$ cat config.mk
export PLATFORM = sky130hd
export DESIGN_NAME = tsw_esc_parser
export DESIGN_NICKNAME = d
export VERILOG_FILES = /design/src/hw/rtl/tsw_pkg.sv /design/src/hw/rtl/tsw_esc_parser.sv
export SDC_FILE = /design/constraint.sdc
export NUM_CORES = 1
export LEC_CHECK = 0
export CAP_MARGIN = 0
export CORE_MARGIN = 4
export CORE_UTILIZATION = 45
export DETAILED_ROUTE_END_ITERATION = 6
export DONT_BUFFER_PORTS = 1
export PLACE_DENSITY = 0.59
export RECOVER_POWER = 100
export SLEW_MARGIN = 20
export SYNTH_ARGS = -nofsm -noshare
export SYNTH_HDL_FRONTEND = slang
export SYNTH_SLANG_ARGS = --single-unit
$ cat constraint.sdc
create_clock -name vclk -period 7.89
set_input_delay 1.9725 -clock vclk [all_inputs]
set_output_delay 1.9725 -clock vclk [all_outputs]
set_load 0.05 [all_outputs]
$ cat src/hw/rtl/tsw_pkg.sv
// ----------------------------------------------------------------------------
// tsw_pkg
// shared types, character codes and color helpers of the text screen writer
// ----------------------------------------------------------------------------
package tsw_pkg;

    localparam logic OP_PUT  = 1'b0;
    localparam logic OP_READ = 1'b1;

    localparam logic [8:0] CODE_NEWLINE   = 9'd10;
    localparam logic [8:0] CODE_ESCAPE    = 9'd27;
    localparam logic [8:0] CODE_DIGIT_0   = 9'd48;
    localparam logic [8:0] CODE_DIGIT_9   = 9'd57;
    localparam logic [8:0] CODE_SGR_END   = 9'd109;
    localparam logic [8:0] CODE_BACKSPACE = 9'd256;

    localparam logic [6:0] CODE_LIMIT = 7'd100;

    localparam logic [6:0] SGR_RESET      = 7'd0;
    localparam logic [6:0] SGR_FG_FIRST   = 7'd30;
    localparam logic [6:0] SGR_FG_LAST    = 7'd37;
    localparam logic [6:0] SGR_FG_DEFAULT = 7'd39;
    localparam logic [6:0] SGR_BG_FIRST   = 7'd40;
    localparam logic [6:0] SGR_BG_LAST    = 7'd46;
    localparam logic [6:0] SGR_BG_WHITE   = 7'd47;
    localparam logic [6:0] SGR_BG_DEFAULT = 7'd49;

    localparam logic [2:0] COLOR_DEFAULT_FG = 3'd7;
    localparam logic [2:0] COLOR_DEFAULT_BG = 3'd0;

    localparam logic [15:0] BLANK_CELL = 16'h0720;

    typedef struct packed {
        logic       in_escape;
        logic [6:0] code_acc;
        logic [2:0] fg;
        logic [2:0] bg;
    } t_esc_state;

    typedef struct packed {
        logic is_newline;
        logic is_backspace;
        logic is_print;
    } t_char_class;

    // sgr color order to cga color index
    function automatic logic [2:0] cga_index(input logic [2:0] sgr);
        logic [2:0] idx;
        case (sgr)
            3'd0:    idx = 3'd0;
            3'd1:    idx = 3'd4;
            3'd2:    idx = 3'd2;
            3'd3:    idx = 3'd6;
            3'd4:    idx = 3'd1;
            3'd5:    idx = 3'd5;
            3'd6:    idx = 3'd3;
            default: idx = 3'd7;
        endcase
        return idx;
    endfunction

    function automatic logic [15:0] attr_word(input t_esc_state s);
        return {1'b0, s.bg, 1'b0, s.fg, 8'h00};
    endfunction

endpackage

$ cat src/hw/rtl/tsw_esc_parser.sv
// ----------------------------------------------------------------------------
// tsw_esc_parser
// classifies a character and works out the next escape parser and color state
// ----------------------------------------------------------------------------
module tsw_esc_parser
    import tsw_pkg::*;
(
    input  logic [8:0]  i_char_code,
    input  t_esc_state  i_state,
    output t_esc_state  o_state,
    output t_char_class o_class
);

    logic        w_is_digit;
    logic [3:0]  w_digit;
    logic [10:0] w_acc_wide;
    logic [10:0] w_acc_sum;
    logic [6:0]  w_code;
    logic [6:0]  w_fg_off;
    logic [6:0]  w_bg_off;

    assign w_is_digit = (i_char_code >= CODE_DIGIT_0) && (i_char_code <= CODE_DIGIT_9);
    assign w_digit    = 4'(i_char_code - CODE_DIGIT_0);
    assign w_acc_wide = 11'(i_state.code_acc);
    // acc * 10 + digit
    assign w_acc_sum  = (w_acc_wide << 3) + (w_acc_wide << 1) + 11'(w_digit);
    assign w_code     = i_state.code_acc;
    assign w_fg_off   = w_code - SGR_FG_FIRST;
    assign w_bg_off   = w_code - SGR_BG_FIRST;

    always_comb begin
        o_state = i_state;
        o_class = '0;
        if (i_char_code == CODE_NEWLINE) begin
            o_class.is_newline = 1'b1;
        end else if (i_char_code == CODE_BACKSPACE) begin
            o_class.is_backspace = 1'b1;
        end else if (i_state.in_escape) begin
            if (w_is_digit) begin
                o_state.code_acc = (w_acc_sum > 11'(CODE_LIMIT)) ? CODE_LIMIT
                                                                 : w_acc_sum[6:0];
            end else begin
                if (i_char_code == CODE_SGR_END) begin
                    o_state.in_escape = 1'b0;
                end
                if (w_code == SGR_RESET) begin
                    o_state.fg = COLOR_DEFAULT_FG;
                    o_state.bg = COLOR_DEFAULT_BG;
                end else if (w_code >= SGR_FG_FIRST && w_code <= SGR_FG_LAST) begin
                    o_state.fg = cga_index(w_fg_off[2:0]);
                end else if (w_code == SGR_FG_DEFAULT) begin
                    o_state.fg = COLOR_DEFAULT_FG;
                end else if (w_code >= SGR_BG_FIRST && w_code <= SGR_BG_LAST) begin
                    o_state.bg = cga_index(w_bg_off[2:0]);
                end else if (w_code == SGR_BG_WHITE || w_code == SGR_BG_DEFAULT) begin
                    o_state.bg = COLOR_DEFAULT_BG;
                end
                o_state.code_acc = '0;
            end
        end else if (i_char_code == CODE_ESCAPE) begin
            o_state.in_escape = 1'b1;
        end else begin
            o_class.is_print = 1'b1;
        end
    end

endmodule

==> results of run 1 <==
[per-layer routing]
layer  GRT usage  share of wire
met1      0.2315           0.46
met5           0              0
met4    0.008299              0
met3    0.005450          0.047
met2      0.3661           0.49
[how the worst max path moves through the flow]
stage / start / end / slack [ps]
3_3_place_gp: i_char_code[3] / o_state[8] / 1360
3_5_place_dp: i_char_code[3] / o_state[8] / 1320
2_1_floorplan: i_state[6] / o_state[10] / 400
5_1_grt: i_char_code[3] / o_state[6] / 710
4_1_cts: i_char_code[3] / o_state[8] / 1320
6_report: i_char_code[3] / o_state[10] / 930
[through the flow]
step / setup slack (ps) / util / instance area (um2) / total power [mW]
6_report: 925.8 / 0.5155 / 1042 / 0.07958
4_1_cts: 1321 / 0.5303 / 1072 / 0.08283
3_3_place_gp: 1358 / 0.5303 / 1072 / 0.08175
2_1_floorplan: 399.9 / - / 984.7 / 0.06794
3_5_place_dp: 1323 / 0.5303 / 1072 / 0.08245
5_1_grt: 706.6 / 0.5155 / 1042 / 0.08771
[power breakdown]
part	internal, mW	total [mW]	switching, mW	leakage, nW
Clock	0	0	0	0
Sequential	0	0	0	0
Combinational	0.0285	0.0796	0.0510	0.443
Total	0.0285	0.0796	0.0510	0.443
[area by class of cell]
class | count | area [um2] | share of cell area
well taps | 27 | 33.78 | 0.03241
repair buffers | 7 | 33.78 | 0.03241
inverters | 11 | 41.29 | 0.03962
multi-input cells | 118 | 933.4 | 0.8956
[cells in the mapped netlist, types with 2 or more instances]
master,count,area share
sky130_fd_sc_hd__nand2_1,10,0.038
sky130_fd_sc_hd__or4_1,2,0.015
sky130_fd_sc_hd__nor4_1,3,0.019
sky130_fd_sc_hd__mux2i_1,2,0.020
sky130_fd_sc_hd__xor2_1,2,0.018
sky130_fd_sc_hd__a31oi_1,2,0.013
sky130_fd_sc_hd__nand2b_1,2,0.013
sky130_fd_sc_hd__o2111ai_1,2,0.018
sky130_fd_sc_hd__xnor2_1,2,0.018
sky130_fd_sc_hd__nand3b_1,3,0.023
sky130_fd_sc_hd__o22a_1,3,0.027
sky130_fd_sc_hd__ha_1,16,0.20
sky130_fd_sc_hd__o31ai_1,4,0.030
sky130_fd_sc_hd__nor2_1,5,0.019
sky130_fd_sc_hd__clkbuf_1,5,0.019
sky130_fd_sc_hd__nand3_1,2,0.010
sky130_fd_sc_hd__o2bb2ai_1,3,0.027
sky130_fd_sc_hd__a2111o_1,2,0.023
sky130_fd_sc_hd__o21ai_0,5,0.025
sky130_fd_sc_hd__or2_2,2,0.013
sky130_fd_sc_hd__nor3_1,7,0.036
sky130_fd_sc_hd__a21o_1,4,0.030
sky130_fd_sc_hd__fa_1,2,0.041
sky130_fd_sc_hd__inv_1,11,0.042
sky130_fd_sc_hd__a21oi_1,9,0.046
[logic make-up after synthesis]
group	synth area share
and+or+nand+nor	0.2961
adders and majority gates	0.2440
AOI/OAI and AO/OA	0.3317
muxes	0.03177
buffers and inverters	0.06099
xor gates and xnor gates	0.03558
==> out/summary.md, run 1 <==
- **sequential cell count of the final layout** 0
- **Final #Nets** 179
- **average wire per cell in the routed design** 16.33 um
- **number of slew-limit violations in the final report** 0
- **highest clock rate** 0.1436 GHz
- **worst voltage drop across the vdd grid** 0.00004695 V
- **chip width** 54.78 um
- **grt total ovfl** 0
- **data required time at the worst endpoint** 5920 ps
- **vias per std cell** 6.429
- **setup total negative slack** 0 ps
- **overall fraction of global-route tracks in use** 0.1870
- **number of nets still failing antenna checks after routing** 0
- **Crit Path Category** input pin to output port
- **pin count of the biggest net entering global routing** 13
- **gate family responsible for the most delay along the worst path** adder cells
- **portion of the post-synthesis area used by sequential elements** 0
- **Die Y-Extent** 54.78 um
- **crit-path max cell delay** 530 ps
- **Die Area** 3001 um2
- **Finished Layout Cells** 163
- **maximum fanout encountered on the critical timing path** 5
- **most frequent cells in the layout** 16 x sky130_fd_sc_hd__ha_1, 11 x sky130_fd_sc_hd__inv_1, 10 x sky130_fd_sc_hd__nand2_1, 9 x sky130_fd_sc_hd__a21oi_1, 7 x sky130_fd_sc_hd__nor3_1
- **dpl hpwl** 2195 um
- **depth of the worst hold-timing path** 2
- **wire length of the first global-routing pass** 4319 um
- **sequential standard cell area** 0 um2
- **placed insts** 163
- **DRT Wirelength** 2661 um
- **number of top-level pins** 40
- **number of iterations in the first detailed-routing pass** 4
- **post-synth cell types** 49
- **worst-path cell with the longest stage delay** sky130_fd_sc_hd__fa_1
- **Starting Density** 0.4870
- **CP endpoint kind** output port
- **total of warnings raised by yosys** 0
- **critical path data arrival time** 4990 ps
- **number of clock-tree buffers in the layout** 0
- **post-synthesis net count** 175
- **number of design rule violations left after detail routing** 0
- **Crit. path cell count** 10
- **most frequent standard cell in the layout excluding fill and tap cells** sky130_fd_sc_hd__ha_1
- **number of max-cap violations** 0
- **Hold WS** 4229 ps
- **fin crit share** 0.8827
- **final worst path period need** 6964 ps
- **antenna violations before repair** 0
- **total via count after detailed routing** 1048
- **number of global-route vias before repair** 994
- **number of placement rows** 16
- **Final Hold Viols** 0
- **1st-iter DRT viols** 10
- **Mapped Avg Cell Area** 7.348 um2
- **final weighted congestion in routability-driven placement** 0.8211
- **worst-path cell chain** inv_1 > fa_1 > inv_1 > fa_1 > a21o_1 > a221oi_1 > xnor2_1 > or3_1 > o31ai_2 > clkbuf_1
- **number of buffers inserted by hold repair at cts** 0
- **Worst Min Path Start** i_char_code[3]
- **buffer count from post-CTS setup fixing** 0
- **fraction of layout cells with a size suffix above 1** 0.1103
- **worst slew pin tran** 1030 ps
- **run status** completed
- **Setup Viol. Count Final** 0
- **antenna diode instance count** 0
- **Worst Hold Class** input pin to output port
- **number of instances resized during post-cts repair** 0
- **number of filler cells placed in the layout** 213
- **Layout area overhead** 5.845%
- **remaining max-slew budget at the tightest pin** 0.3144
- **number of input and output port buffers inserted** 0
- **sort of element at the start of the critical path** input pin
- **core region area** 2022 um2
- **number of standard cells after synthesis** 134
- **Post-Synthesis Cell Area** 984.7 um2
- **setup repair after global routing missed its margin** false
- **Leakage Power** 0.4426 nW
- **Worst Hold Endpoint** o_class[2]
- **cell area power density** 76.35 nW/um2
- **critical path buffer and inverter count** 3
Note: power is estimated with default switching activity, not from simulation.
==> run 2, diff against run 1 <==
Settings changed: CELL_PAD_IN_SITES_DETAIL_PLACEMENT set to 1, CELL_PAD_IN_SITES_GLOBAL_PLACEMENT set to 2, CORE_UTILIZATION 45 to 39, PLACE_DENSITY 0.59 to 0.89.
==> run 2 against run 1 <==
Compared with the run above: count of clock-buffer cells in the layout is the same; power grew 2.9%; critical path depth is the same; die area grew 13%; via count grew 3.3%; combinational power grew 2.9%; core utilization shrank 6.1 points; non-clock buffer count is the same; flip-flop and latch count is the same; fmax shrank 1.0%.
==> out/summary.md, run 2 (synthesis results as in run 1) <==
- **final worst path period need** 7038 ps
- **most frequent cells in the layout** 16 x sky130_fd_sc_hd__ha_1, 11 x sky130_fd_sc_hd__inv_1, 10 x sky130_fd_sc_hd__nand2_1, 9 x sky130_fd_sc_hd__a21oi_1, 7 x sky130_fd_sc_hd__nor3_1
- **number of max-cap violations** 0
- **worst slew pin tran** 1038 ps
- **antenna diode instance count** 0
- **Final #Nets** 179
- **number of nets still failing antenna checks after routing** 0
- **number of top-level pins** 40
- **number of global-route vias before repair** 1086
- **Worst Min Path Start** i_char_code[3]
- **most frequent standard cell in the layout excluding fill and tap cells** sky130_fd_sc_hd__ha_1
- **data required time at the worst endpoint** 5920 ps
- **number of design rule violations left after detail routing** 0
- **Setup Viol. Count Final** 0
- **Leakage Power** 0.4426 nW
- **switching power** 0.05324 mW
- **number of iterations in the first detailed-routing pass** 4
- **Worst Hold Endpoint** o_class[2]
- **fraction of layout cells with a size suffix above 1** 0.1103
- **CP endpoint kind** output port
- **multi-input logic area** 933.4 um2
- **number of placement rows** 17
- **dpl hpwl** 2614 um
- **chip width** 58.25 um
- **setup repair after global routing missed its margin** false
- **number of clock-tree buffers in the layout** 0
- **pin count of the biggest net entering global routing** 13
- **maximum fanout encountered on the critical timing path** 5
- **worst voltage drop across the vdd grid** 0.00004641 V
- **1st-iter DRT viols** 34
- **net switching share of the total power** 0.6499
- **final weighted congestion in routability-driven placement** 0.8008
- **Final Hold Viols** 0
- **Seq pwr share** 0
- **worst-path cell with the longest stage delay** sky130_fd_sc_hd__fa_1
- **power after layout** 0.08192 mW
- **setup total negative slack** 0 ps
- **sort of element at the start of the critical path** input pin
- **sequential standard cell area** 0 um2
- **grt total ovfl** 0
- **Die Area** 3392 um2
- **highest clock rate** 0.1421 GHz
- **internal power** 0.02868 mW
- **fraction of power consumed by the clock network** 0
- **vias per std cell** 6.604
- **number of buffers inserted by hold repair at cts** 0
- **critical path data arrival time** 5070 ps
- **Die Y-Extent** 58.25 um
- **sequential cell count of the final layout** 0
- **Layout area overhead** 5.972%
- **cell area power density** 78.50 nW/um2
- **run status** completed
- **Starting Density** 0.4286
- **Crit Path Category** input pin to output port
- **buffer count from post-CTS setup fixing** 0
- **number of instances resized during post-cts repair** 0
- **number of input and output port buffers inserted** 0
- **number of slew-limit violations in the final report** 0
- **fin crit share** 0.8920
- **share of total power in combinational logic** 1.000
- **number of filler cells placed in the layout** 302
- **remaining max-slew budget at the tightest pin** 0.3090
- **crit-path max cell delay** 540 ps
- **Worst Hold Class** input pin to output port
- **antenna violations before repair** 0
- **worst-path cell chain** inv_1 > fa_1 > inv_1 > fa_1 > a21o_1 > a221oi_1 > xnor2_1 > or3_1 > o31ai_2 > clkbuf_1
- **average wire per cell in the routed design** 18.95 um
- **total via count after detailed routing** 1083
- **wire length of the first global-routing pass** 5223 um
- **core region area** 2297 um2
- **DRT Wirelength** 3108 um
- **depth of the worst hold-timing path** 2
- **overall fraction of global-route tracks in use** 0.1887
==> run 2: cell counts in the layout (fill, tap and decap cells not counted) <==
Identical to the previous run, type by type.
==> run 2: power by group through the flow <==
stage               clock network [mW]  registers (mW)  logic, mW
finish                               0               0     0.0819
detailed placement                   0               0     0.0846
global placement                     0               0     0.0820
global route                         0               0     0.0913
floorplan                            0               0     0.0679
CTS                                  0               0     0.0854
==> run 2: area by class of cell <==
type	instances	area share
well taps	28	0.03357
multi-input cells	118	0.8945
repair buffers	7	0.03237
inverters	11	0.03957
==> run 2: through the flow <==
step           std cells  utilization  worst slack, ps  cell area, um2  hold WS, ps
2_1_floorplan        134            -            399.9           984.7         4215
3_5_place_dp         164       0.4673             1216            1074         4228
4_1_cts              164       0.4673             1218            1074         4228
3_3_place_gp         164       0.4673             1362            1074         4224
5_1_grt              164       0.4542            629.1            1044         4247
6_report             164       0.4542            852.5            1044         4232
==> run 2: routing by layer <==
metal,track usage,share of wire
met1,0.2355,0.44
met2,0.3645,0.51
met3,0.008909,0.042
met4,0.01656,0.0061
met5,0,0
==> run 2: worst max path at each step <==
stage	to	cells past startpoint	slack [ps]	startpoint
final	o_state[7]	10	850	i_char_code[3]
after global routing	o_state[6]	10	630	i_char_code[3]
after CTS	o_state[8]	10	1220	i_char_code[3]
after detailed placement	o_state[8]	10	1220	i_char_code[3]
after global placement	o_state[8]	9	1360	i_char_code[3]
after floorplan	o_state[10]	10	400	i_state[6]
==> run 2: critical path, delay by kind of cell <==
family,cells,cell delay [ps]
fa+ha+maj,2,1010
buf+inv,3,630
xor+xnor,1,130
compound gates,3,820
simple gates,1,490
==> run 3, diff against run 2 <==
Settings changed: REMOVE_ABC_BUFFERS set to 1.
==> run 3 against run 2 <==
Compared with the run above: cell count is 0.61% lower; wire length is 4.3% higher; first-iteration DRC count is 12% lower; design area is 0.24% lower; combinational power hardly changed; critical path depth stayed put; worst hold slack better by 11 ps; largest power group unchanged; power is 0.15% higher; setup slack better by 35 ps; die area stayed put; non-clock buffer count is 1 lower; highest routed layer unchanged; flip-flop and latch count stayed put.
==> out/summary.md, run 3 (synthesis results as in run 1) <==
- **worst-path cell with the longest stage delay** sky130_fd_sc_hd__fa_1
- **fraction of power consumed by the clock network** 0
- **worst slew pin tran** 1050 ps
- **worst setup timing slack at the placement stage** 970.7 ps
- **number of design rule violations left after detail routing** 0
- **grt total ovfl** 0
- **final weighted congestion in routability-driven placement** 0.8444
- **antenna diode instance count** 0
- **highest clock rate** 0.1428 GHz
- **number of iterations in the first detailed-routing pass** 4
- **most frequent standard cell in the layout excluding fill and tap cells** sky130_fd_sc_hd__ha_1
- **antenna violations before repair** 0
- **overall fraction of global-route tracks in use** 0.1907
- **internal power** 0.02784 mW
- **switching power** 0.05419 mW
- **Seq pwr share** 0
- **sort of element at the start of the critical path** input pin
- **placed insts** 163
- **critical path buffer and inverter count** 3
- **buffer count from post-CTS setup fixing** 0
- **wire length of the first global-routing pass** 5223 um
- **dpl hpwl** 2730 um
- **Die Y-Extent** 58.25 um
- **detailed route wirelength on metal2** 1674 um
- **DRT Wirelength** 3241 um
- **sequential cell count of the final layout** 0
- **Hold WS** 4243 ps
- **Setup Viol. Count Final** 0
- **setup repair after global routing missed its margin** false
- **Final #Nets** 178
- **sequential standard cell area** 0 um2
- **number of nets still failing antenna checks after routing** 0
- **number of placement rows** 17
- **number of buffers inserted by hold repair at cts** 0
- **remaining max-slew budget at the tightest pin** 0.3009
- **fin crit share** 0.8875
- **pin count of the biggest net entering global routing** 13
- **number of top-level pins** 40
- **share of total power in combinational logic** 1.000
- **1st-iter DRT viols** 30
- **Final Hold Viols** 0
- **chip width** 58.25 um
- **dpl cell area** 1066 um2
- **Starting Density** 0.4286
- **Layout area overhead** 5.718%
- **post-route met1 wirelength** 1373 um
- **CP endpoint kind** output port
- **gate family responsible for the most delay along the worst path** adder cells
- **Crit Path Category** input pin to output port
- **multi-input logic area** 938.4 um2
- **number of instances resized during post-cts repair** 0
- **total via count after detailed routing** 1077
- **average wire per cell in the routed design** 19.88 um
- **vias per std cell** 6.607
- **Leakage Power** 0.4397 nW
- **most frequent cells in the layout** 16 x sky130_fd_sc_hd__ha_1, 11 x sky130_fd_sc_hd__inv_1, 10 x sky130_fd_sc_hd__nand2_1, 9 x sky130_fd_sc_hd__a21oi_1, 7 x sky130_fd_sc_hd__nor3_1
- **run status** completed
- **final worst setup slack** 887.2 ps
- **worst voltage drop across the vdd grid** 0.00004226 V
- **data required time at the worst endpoint** 5920 ps
- **met3 wire len** 131 um
- **worst-path cell chain** inv_1 > fa_1 > inv_1 > fa_1 > a21o_1 > a221oi_1 > xnor2_1 > or3_4 > o31ai_2 > clkbuf_1
- **net switching share of the total power** 0.6606
- **number of global-route vias before repair** 1174
- **core region area** 2297 um2
- **final worst path period need** 7003 ps
- **crit-path max cell delay** 530 ps
- **number of clock-tree buffers in the layout** 0
- **post-route standard cell area excluding fillers** 1041 um2
- **setup total negative slack** 0 ps
- **Worst Hold Class** input pin to output port
- **cell area power density** 78.80 nW/um2
- **number of max-cap violations** 0
- **critical path data arrival time** 5030 ps
- **fraction of layout cells with a size suffix above 1** 0.1111
- **maximum fanout encountered on the critical timing path** 5
- **Die Area** 3392 um2
- **number of filler cells placed in the layout** 315
- **number of input and output port buffers inserted** 0
- **Finished Layout Cells** 163
- **top routing layer used** met4
- **number of slew-limit violations in the final report** 0
## run 3: through the flow
stage / util / total power [mW]
after floorplan: - / 0.06586
after global placement: 0.4641 / 0.07974
after detailed placement: 0.4641 / 0.08367
after CTS: 0.4641 / 0.08424
after global routing: 0.4532 / 0.08944
final: 0.4532 / 0.08203
## run 3: worst paths after layout
path | start | end | slack, ps | cells after the start
max | i_char_code[3] | o_state[9] | 890 | 10
min | i_char_code[3] | o_class[2] | 4240 | 2
## run 3: power groups by stage
stage	Combinational, mW	Sequential, mW	Clock [mW]
3_5_place_dp	0.0837	0	0
2_1_floorplan	0.0659	0	0
6_report	0.0820	0	0
4_1_cts	0.0842	0	0
5_1_grt	0.0894	0	0
3_3_place_gp	0.0797	0	0
## run 3: final cells by class
type               count  area share
multi-input cells    118      0.9014
inverters             11     0.03966
well taps             28     0.03365
repair buffers         6     0.02524
## run 3: per-layer routing
layer | global-route usage | vias to the layer above
met5 | 0 | -
met4 | 0.04636 | 0
met3 | 0.01782 | 6
met2 | 0.3597 | 29
met1 | 0.2282 | 521
li1 | - | 521
